===== src/rtl/dcmf_pkg.sv =====
// ----------------------------------------------------------------------------
// dcmf_pkg
// Shared types and constants of the depth crop / mirror filter.
// ----------------------------------------------------------------------------
package dcmf_pkg;

    localparam int MAX_DIM  = 1024;
    localparam int DEPTH_W  = 16;
    localparam int COORD_W  = 10;   // column / row position
    localparam int SIZE_W   = 11;   // sizes up to MAX_DIM
    localparam int CFG_IDX_W = 3;
    localparam int CFG_DATA_W = 16;

    typedef enum logic [CFG_IDX_W-1:0] {
        REG_FRAME_WIDTH   = 3'd0,
        REG_CROP_ENABLE   = 3'd1,
        REG_CROP_LEFT     = 3'd2,
        REG_CROP_TOP      = 3'd3,
        REG_CROP_WIDTH    = 3'd4,
        REG_CROP_HEIGHT   = 3'd5,
        REG_MIRROR_ENABLE = 3'd6,
        REG_MAX_DEPTH     = 3'd7
    } reg_idx_t;

    typedef struct packed {
        logic [SIZE_W-1:0]  frame_width;
        logic               crop_enable;
        logic [COORD_W-1:0] crop_left;
        logic [COORD_W-1:0] crop_top;
        logic [SIZE_W-1:0]  crop_width;
        logic [SIZE_W-1:0]  crop_height;
        logic               mirror_enable;
        logic [DEPTH_W-1:0] max_depth;
    } cfg_t;

    // pixel with its position in the sensor frame
    typedef struct packed {
        logic [DEPTH_W-1:0] depth;
        logic [COORD_W-1:0] col;
        logic [COORD_W-1:0] row;
    } pix_t;

endpackage


===== src/rtl/dcmf_cfg_regs.sv =====
// ----------------------------------------------------------------------------
// dcmf_cfg_regs
// Configuration register file, written through a valid/ready channel.
// ----------------------------------------------------------------------------
module dcmf_cfg_regs
    import dcmf_pkg::*;
(
    input  logic                  aclk,
    input  logic                  aresetn,
    input  logic                  cfg_valid,
    output logic                  cfg_ready,
    input  logic [CFG_IDX_W-1:0]  cfg_index,
    input  logic [CFG_DATA_W-1:0] cfg_data,
    output cfg_t                  cfg
);

    cfg_t cfg_reg;
    cfg_t cfg_next;

    assign cfg_ready = 1'b1;
    assign cfg       = cfg_reg;

    always_comb begin
        cfg_next = cfg_reg;
        if (cfg_valid) begin
            case (reg_idx_t'(cfg_index))
                REG_FRAME_WIDTH:   cfg_next.frame_width   = cfg_data[SIZE_W-1:0];
                REG_CROP_ENABLE:   cfg_next.crop_enable   = cfg_data[0];
                REG_CROP_LEFT:     cfg_next.crop_left     = cfg_data[COORD_W-1:0];
                REG_CROP_TOP:      cfg_next.crop_top      = cfg_data[COORD_W-1:0];
                REG_CROP_WIDTH:    cfg_next.crop_width    = cfg_data[SIZE_W-1:0];
                REG_CROP_HEIGHT:   cfg_next.crop_height   = cfg_data[SIZE_W-1:0];
                REG_MIRROR_ENABLE: cfg_next.mirror_enable = cfg_data[0];
                REG_MAX_DEPTH:     cfg_next.max_depth     = cfg_data[DEPTH_W-1:0];
                default:           cfg_next = cfg_reg;
            endcase
        end
    end

    always_ff @(posedge aclk) begin
        if (!aresetn) begin
            cfg_reg.frame_width   <= SIZE_W'(640);
            cfg_reg.crop_enable   <= 1'b0;
            cfg_reg.crop_left     <= '0;
            cfg_reg.crop_top      <= '0;
            cfg_reg.crop_width    <= SIZE_W'(640);
            cfg_reg.crop_height   <= SIZE_W'(480);
            cfg_reg.mirror_enable <= 1'b0;
            cfg_reg.max_depth     <= DEPTH_W'(10000);
        end else begin
            cfg_reg <= cfg_next;
        end
    end

endmodule


===== src/rtl/dcmf_pos_track.sv =====
// ----------------------------------------------------------------------------
// dcmf_pos_track
// Column/row counters and the input register: tags each pixel with its
// position in the sensor frame.
// ----------------------------------------------------------------------------
module dcmf_pos_track
    import dcmf_pkg::*;
(
    input  logic               aclk,
    input  logic               aresetn,
    input  cfg_t               cfg,
    input  logic               s_valid,
    output logic               s_ready,
    input  logic [DEPTH_W-1:0] s_depth_in,
    input  logic               s_frame_start,
    output logic               pix_valid,
    input  logic               pix_ready,
    output pix_t               pix
);

    logic [COORD_W-1:0] col_count_reg, col_count_next;
    logic [COORD_W-1:0] row_count_reg, row_count_next;
    logic               valid_reg, valid_next;
    pix_t               pix_reg;

    logic [SIZE_W-1:0]  fwidth;
    logic [COORD_W-1:0] col, row;
    logic [SIZE_W-1:0]  col_inc;
    logic               accept;

    // width 0 acts as 1, anything above MAX_DIM as MAX_DIM
    always_comb begin
        if (cfg.frame_width == '0)
            fwidth = SIZE_W'(1);
        else if (cfg.frame_width > SIZE_W'(MAX_DIM))
            fwidth = SIZE_W'(MAX_DIM);
        else
            fwidth = cfg.frame_width;
    end

    assign s_ready = !valid_reg || pix_ready;
    assign accept  = s_valid && s_ready;

    always_comb begin
        if (s_frame_start) begin
            col = '0;
            row = '0;
        end else begin
            col = ({1'b0, col_count_reg} >= fwidth) ? '0 : col_count_reg;
            row = row_count_reg;
        end
        col_inc = {1'b0, col} + SIZE_W'(1);

        col_count_next = col_count_reg;
        row_count_next = row_count_reg;
        if (accept) begin
            if (col_inc >= fwidth) begin
                col_count_next = '0;
                row_count_next = row + COORD_W'(1);  // wraps at MAX_DIM
            end else begin
                col_count_next = col_inc[COORD_W-1:0];
                row_count_next = row;
            end
        end

        valid_next = accept || (valid_reg && !pix_ready);
    end

    always_ff @(posedge aclk) begin
        if (!aresetn) begin
            col_count_reg <= '0;
            row_count_reg <= '0;
            valid_reg     <= 1'b0;
        end else begin
            col_count_reg <= col_count_next;
            row_count_reg <= row_count_next;
            valid_reg     <= valid_next;
        end
    end

    always_ff @(posedge aclk) begin
        if (accept) begin
            pix_reg.depth <= s_depth_in;
            pix_reg.col   <= col;
            pix_reg.row   <= row;
        end
    end

    assign pix_valid = valid_reg;
    assign pix       = pix_reg;

endmodule


===== src/rtl/dcmf_window.sv =====
// ----------------------------------------------------------------------------
// dcmf_window
// Crop test, mirroring and depth limit, followed by the result register.
// ----------------------------------------------------------------------------
module dcmf_window
    import dcmf_pkg::*;
(
    input  logic               aclk,
    input  logic               aresetn,
    input  cfg_t               cfg,
    input  logic               pix_valid,
    output logic               pix_ready,
    input  pix_t               pix,
    output logic               m_valid,
    input  logic               m_ready,
    output logic [DEPTH_W-1:0] m_depth_out,
    output logic [COORD_W-1:0] m_out_col,
    output logic [COORD_W-1:0] m_out_row,
    output logic               m_window_last
);

    logic               valid_reg, valid_next;
    logic [DEPTH_W-1:0] depth_reg;
    logic [COORD_W-1:0] col_reg, row_reg;
    logic               last_reg;

    logic [SIZE_W-1:0]  fwidth_m1;
    logic [COORD_W-1:0] rel_col, rel_row;
    logic               keep;
    logic               last;
    logic [COORD_W-1:0] ocol, orow;
    logic [DEPTH_W-1:0] depth;
    logic               load;

    always_comb begin
        // frame width clamp, minus one
        if (cfg.frame_width == '0)
            fwidth_m1 = '0;
        else if (cfg.frame_width > SIZE_W'(MAX_DIM))
            fwidth_m1 = SIZE_W'(MAX_DIM - 1);
        else
            fwidth_m1 = cfg.frame_width - SIZE_W'(1);

        rel_col = pix.col - cfg.crop_left;
        rel_row = pix.row - cfg.crop_top;
        keep    = 1'b1;
        last    = 1'b0;

        if (cfg.crop_enable) begin
            if (pix.col < cfg.crop_left || {1'b0, rel_col} >= cfg.crop_width ||
                pix.row < cfg.crop_top  || {1'b0, rel_row} >= cfg.crop_height)
                keep = 1'b0;
            last = ({1'b0, rel_col} == cfg.crop_width - SIZE_W'(1)) &&
                   ({1'b0, rel_row} == cfg.crop_height - SIZE_W'(1));
            orow = rel_row;
            if (cfg.mirror_enable)
                ocol = cfg.crop_width[COORD_W-1:0] - COORD_W'(1) - rel_col;
            else
                ocol = rel_col;
        end else begin
            orow = pix.row;
            if (cfg.mirror_enable)
                ocol = fwidth_m1[COORD_W-1:0] - pix.col;
            else
                ocol = pix.col;
        end

        depth = (pix.depth < cfg.max_depth) ? pix.depth : '0;
    end

    assign pix_ready  = !valid_reg || m_ready;
    assign load       = pix_valid && pix_ready && keep;
    // dropped pixels are consumed without producing a transfer
    assign valid_next = load || (valid_reg && !m_ready);

    always_ff @(posedge aclk) begin
        if (!aresetn)
            valid_reg <= 1'b0;
        else
            valid_reg <= valid_next;
    end

    always_ff @(posedge aclk) begin
        if (load) begin
            depth_reg <= depth;
            col_reg   <= ocol;
            row_reg   <= orow;
            last_reg  <= last && cfg.crop_enable;
        end
    end

    assign m_valid       = valid_reg;
    assign m_depth_out   = depth_reg;
    assign m_out_col     = col_reg;
    assign m_out_row     = row_reg;
    assign m_window_last = last_reg;

endmodule


===== src/rtl/depth_crop_mirror_filter.sv =====
// ----------------------------------------------------------------------------
// depth_crop_mirror_filter
// Crops, mirrors and range-limits a raster stream of 16-bit depth pixels.
// ----------------------------------------------------------------------------
// Takes one pixel per cycle on s_ while s_ready is high, returns kept pixels
// on m_: one register stage tags the pixel with its column/row from the frame
// counters, the second applies the crop window, mirroring and the max_depth
// limit into the result register. Pixels outside the window produce no output
// transfer. Each stage has its own valid, so a new pixel is taken while a
// result waits on m_ready only if the first stage is empty. s_frame_start
// marks column 0, row 0. Registers are written on the cfg_ channel (always
// ready) and should be changed only while no pixel is in flight.
module depth_crop_mirror_filter
    import dcmf_pkg::*;
(
    input  logic                  aclk,
    input  logic                  aresetn,
    input  logic                  cfg_valid,
    output logic                  cfg_ready,
    input  logic [CFG_IDX_W-1:0]  cfg_index,
    input  logic [CFG_DATA_W-1:0] cfg_data,
    input  logic                  s_valid,
    output logic                  s_ready,
    input  logic [DEPTH_W-1:0]    s_depth_in,
    input  logic                  s_frame_start,
    output logic                  m_valid,
    input  logic                  m_ready,
    output logic [DEPTH_W-1:0]    m_depth_out,
    output logic [COORD_W-1:0]    m_out_col,
    output logic [COORD_W-1:0]    m_out_row,
    output logic                  m_window_last
);

    cfg_t cfg;
    logic pix_valid;
    logic pix_ready;
    pix_t pix;

    dcmf_cfg_regs u_cfg (
        .aclk      (aclk),
        .aresetn   (aresetn),
        .cfg_valid (cfg_valid),
        .cfg_ready (cfg_ready),
        .cfg_index (cfg_index),
        .cfg_data  (cfg_data),
        .cfg       (cfg)
    );

    dcmf_pos_track u_pos (
        .aclk          (aclk),
        .aresetn       (aresetn),
        .cfg           (cfg),
        .s_valid       (s_valid),
        .s_ready       (s_ready),
        .s_depth_in    (s_depth_in),
        .s_frame_start (s_frame_start),
        .pix_valid     (pix_valid),
        .pix_ready     (pix_ready),
        .pix           (pix)
    );

    dcmf_window u_win (
        .aclk          (aclk),
        .aresetn       (aresetn),
        .cfg           (cfg),
        .pix_valid     (pix_valid),
        .pix_ready     (pix_ready),
        .pix           (pix),
        .m_valid       (m_valid),
        .m_ready       (m_ready),
        .m_depth_out   (m_depth_out),
        .m_out_col     (m_out_col),
        .m_out_row     (m_out_row),
        .m_window_last (m_window_last)
    );

endmodule

===== config.mk =====
export PLATFORM = sky130hd
export DESIGN_NAME = depth_crop_mirror_filter
export DESIGN_NICKNAME = d
export VERILOG_FILES = /design/src/rtl/dcmf_pkg.sv /design/src/rtl/dcmf_cfg_regs.sv /design/src/rtl/dcmf_pos_track.sv /design/src/rtl/dcmf_window.sv /design/src/rtl/depth_crop_mirror_filter.sv
export SDC_FILE = /design/constraint.sdc
export NUM_CORES = 1
export LEC_CHECK = 0
export BUFFER_PORTS_ARGS = -buffer_cell sky130_fd_sc_hd__buf_2
export CORE_MARGIN = 1.5
export CORE_UTILIZATION = 55
export CTS_BUF_LIST = sky130_fd_sc_hd__clkbuf_4
export CTS_CLUSTER_DIAMETER = 120
export DETAILED_ROUTE_END_ITERATION = 10
export PLACE_DENSITY_LB_ADDON = 0.2
export SLEW_MARGIN = 40
export SYNTH_ARGS = -nofsm -noshare
export SYNTH_HDL_FRONTEND = slang
export SYNTH_SLANG_ARGS = --single-unit

===== constraint.sdc =====
create_clock -name aclk -period 5.58 [get_ports aclk]
set_clock_uncertainty 0.2 [all_clocks]
set_input_delay 0.279 -clock aclk [delete_from_list [all_inputs] [get_ports aclk]]
set_output_delay 0.279 -clock aclk [all_outputs]
set_load 0.005 [all_outputs]

==> summary.md <==
| Metric | Value |
|---|---|
| Placed cell area | `11140 sq um` |
| Crit path max-delay cell type | `a2111oi_2` |
| Post-synth top cells | `nand2_1 (191), inv_1 (99), ha_1 (98)` |
| Cell area after synthesis | `10330 sq um` |
| Max Cap Viol | `0` |
| Layout cell share with drive strength beyond 1 | `0.1795` |
| PwrDens | `approximately 220 nW/um^2` |
| VDD IR-drop max | `0.1686 mV` |
| FF-to-FF path depth | `31` |
| Routed Antenna Nets | `0` |
| F_max | `around 180 MHz` |
| WHS Path Cells | `2` |
| Slew HR | `0.4519` |
| Syn_area_per_cell | `9.163 sq um` |
| Iter 0 DRT Violations | `480` |
| HP Start | `aresetn` |
| Final worst path period share | `0.9845` |
| Final setup fails | `0` |
| Initial antenna violation count | `4` |
| Hold Path Class | `in -> reg` |
| Root cell of the clock tree | `clkbuf_4` |
| Status | `finished clean` |
| Peak fanout along the critical path | `4` |
| Starting density of the core | `0.5671` |
| Area Overhead vs Synth | `18.43%` |
| Final Cell Area | `12230 sq um` |
| WP data required | `5.93 ns` |
| Clock transition at path regs | `0.16 ns` |
| Synth warnings | `0` |
| Endpoint type of the worst setup path | `flop` |
| Clock latency on the worst-skew pair | `0.60 ns` |
| GPL Wtd Cong | `0.9505` |
| Pin count of the biggest net entering global routing | `49` |
| Residual DRC | `0` |
| Worst hold endpoint | `u_cfg.cfg[37]` |
| Vias in the first global route | `8322` |
| Met1 wire length | `11950 um` |
| TritonCTS clock tree | `done` |
| Met3 WL | `1339 um` |
| Hold Vio Cnt, Final | `0` |
| Post-synthesis sequential area ratio | `0.3926` |
| Worst Hold Slack | `0.06075 ns` |
| Die X-Extent | `140.0 um` |
| Max incr delay on CP | `0.40 ns` |
| Area leader, netlist | `edfxtp_1` |
| Synth area leaders | `edfxtp_1 (21%), dfxtp_1 (18%), ha_1 (12%)` |
| Fill count | `roughly 1400` |
| Register area | `4060 sq um` |
| R2r setup slk | `0.09 ns` |
| Max reg flops | `71` |
| Wire length per cell | `17.24 um` |
| Height of the die | `140.0 um` |
| Area share of the largest cell type after synthesis | `0.2123` |
| CTS H-tree depth | `4` |
| Total Die Area | `19610 sq um` |
| Clk buf depth | `2` |
| Site Rows | `49` |
| Ys flop type | `dfxtp_1` |
| Top sig layer | `met4` |
| Setup tns final | `0 ns` |
| Worst slew pin tran | `just over 0.8 ns` |
| Setup crit start kind | `flop` |
| Final min period | `5.493 ns` |
| Core area | `18210 sq um` |
| TritonCTS Sinks | `approximately 170` |
| Vias/cell | `5.602` |
| I/O Pins | `81` |
| Ys async rst share | `0` |
| Worst r2r src | `u_cfg.cfg[67]` |
| Total routed wirelength | `~26000 um` |
| Total track usage | `0.2697` |
| DR vias | `8576` |
| CTS Buf Count | `17` |
| Synthesized instance count | `roughly 1100` |
| Multi-input gate area | `between 5000 and 6000 sq um` |
| Overall power | `0.002668 W` |
| RR Endpoint | `u_pos.row_count_reg[3]` |
| Post-DP HPWL | `18840 um` |
| Post-synth EDFFs | `73` |
| Synthesized Nets | `1270` |
| Post-Place Cells | `1426` |
| RSZ-0062 raised after global routing | `yes` |
| Max Slew Vio Count | `0` |
| Finished Layout Cells | `approximately 1500` |
| Global-route wire length before repair | `41470 um` |
| Pre-antenna DRT Iters | `8` |
| Port-buffer cells | `79` |
| Met2 wire len | `12460 um` |
| Top-count cell post-synth | `nand2_1` |
| GRT Residual Overflow | `0` |
| Synth cell types | `68` |
| Final nets | `between 1000 and 1500` |
| #FFs+latches synth | `166` |
| Critical path arrival | `5.85 ns` |
| Setup CP Type | `reg -> reg` |
| Pleak | `between 4 and 5 nW` |
metrics by stage:
stage,setup WS (ns),utilization
detailed placement,-0.1729,0.6120
global route,-0.2713,0.6716
CTS,-0.02617,0.6634
floorplan,0.008453,-
finish,0.08650,0.6716
global placement,0.02249,0.6115
worst max-delay path by stage:
stage / from / to / slack (ns) / depth (start not counted)
2_1_floorplan: u_cfg.cfg[65] / u_pos.row_count_reg[7] / 0.008 / 28
3_3_place_gp: u_cfg.cfg[67] / u_pos.row_count_reg[7] / 0.02 / 27
3_5_place_dp: u_cfg.cfg[67] / u_pos.row_count_reg[7] / -0.17 / 27
4_1_cts: u_cfg.cfg[64] / u_pos.row_count_reg[2] / -0.03 / 29
5_1_grt: u_cfg.cfg[67] / u_pos.row_count_reg[1] / -0.27 / 31
6_report: u_cfg.cfg[67] / u_pos.row_count_reg[3] / 0.09 / 31
layout make-up:
type,instances,area share
clock inverter,14,0.01443
multi-input combinational,822,0.4839
sequential,166,0.3320
inverter,99,0.03039
clock buffer,18,0.01105
tap,229,0.02343
timing repair buffer,179,0.1039
antenna,4,0.0008185
per-layer routing:
layer | GRT usage | vias to the layer above
li1 | - | 4227
met1 | 0.3519 | 4064
met2 | 0.4480 | 237
met3 | 0.05197 | 48
met4 | 0.09695 | 0
met5 | 0 | -
power breakdown:
| part | switching (W) | total [W] | internal (W) | leakage [nW] |
|---|---|---|---|---|
| registers | 0.0000286 | 0.00134 | 0.00132 | 1.47 |
| logic | 0.000293 | 0.000533 | 0.000239 | 3.32 |
| clock network | 0.000498 | 0.000792 | 0.000294 | 0.168 |
worst max-delay path: cells and delay by family (launching register included):
kind            cells  cell delay [ns]
simple gates       12             1.78
compound gates     11             1.71
fa+ha+maj           3             0.73
buf+inv             3             0.37
flops               1             0.36
xor+xnor            2             0.30
cell usage in the layout, fill, tap and decap left out, drive strengths merged, types with 5 or more instances in the layout:
| master | synthesis | routed |
|---|---|---|
| nand2 | 191 | 191 |
| buf | 4 | 138 |
| inv | 99 | 109 |
| ha | 98 | 98 |
| dfxtp | 93 | 93 |
| edfxtp | 73 | 73 |
| a21boi | 61 | 61 |
| xnor2 | 58 | 58 |
| nor2 | 49 | 49 |
| dlygate4sd3 | 0 | 41 |
| a21oi | 36 | 36 |
| o21ai | 36 | 36 |
| nor2b | 28 | 28 |
| nand3 | 25 | 25 |
| and2 | 22 | 22 |
| nor3 | 22 | 22 |
| xor2 | 20 | 20 |
| clkbuf | 36 | 18 |
| a21o | 16 | 16 |
| o211ai | 16 | 16 |
| nand4 | 16 | 16 |
| mux2 | 8 | 8 |
| a22o | 8 | 8 |
| nand2b | 8 | 8 |
| o21a | 8 | 8 |
| nor4 | 8 | 8 |
| mux4 | 6 | 6 |
| and3 | 6 | 6 |
| mux2i | 5 | 5 |
| o2111ai | 5 | 5 |
| or2 | 5 | 5 |
timing repair:
item                                    in CTS  in global routing
pin swaps                                   25                 22
endpoints found under the hold margin       96                  0
resized for setup                           23                 24
endpoints found under the setup margin      17                 20
setup buffers                               19                  9
hold buffers                                41                  0
kinds of logic after synthesis:
family	after synthesis	synth area share
and+or+nand+nor	401	0.1841
AOI/OAI and AO/OA	218	0.1452
DFF	166	0.3926
buffers and inverters	139	0.05125
adders and majority gates	102	0.1265
xor gates and xnor gates	81	0.07343
muxes	19	0.02666
other	1	0.0003632
(Power assumes the default switching activity.)
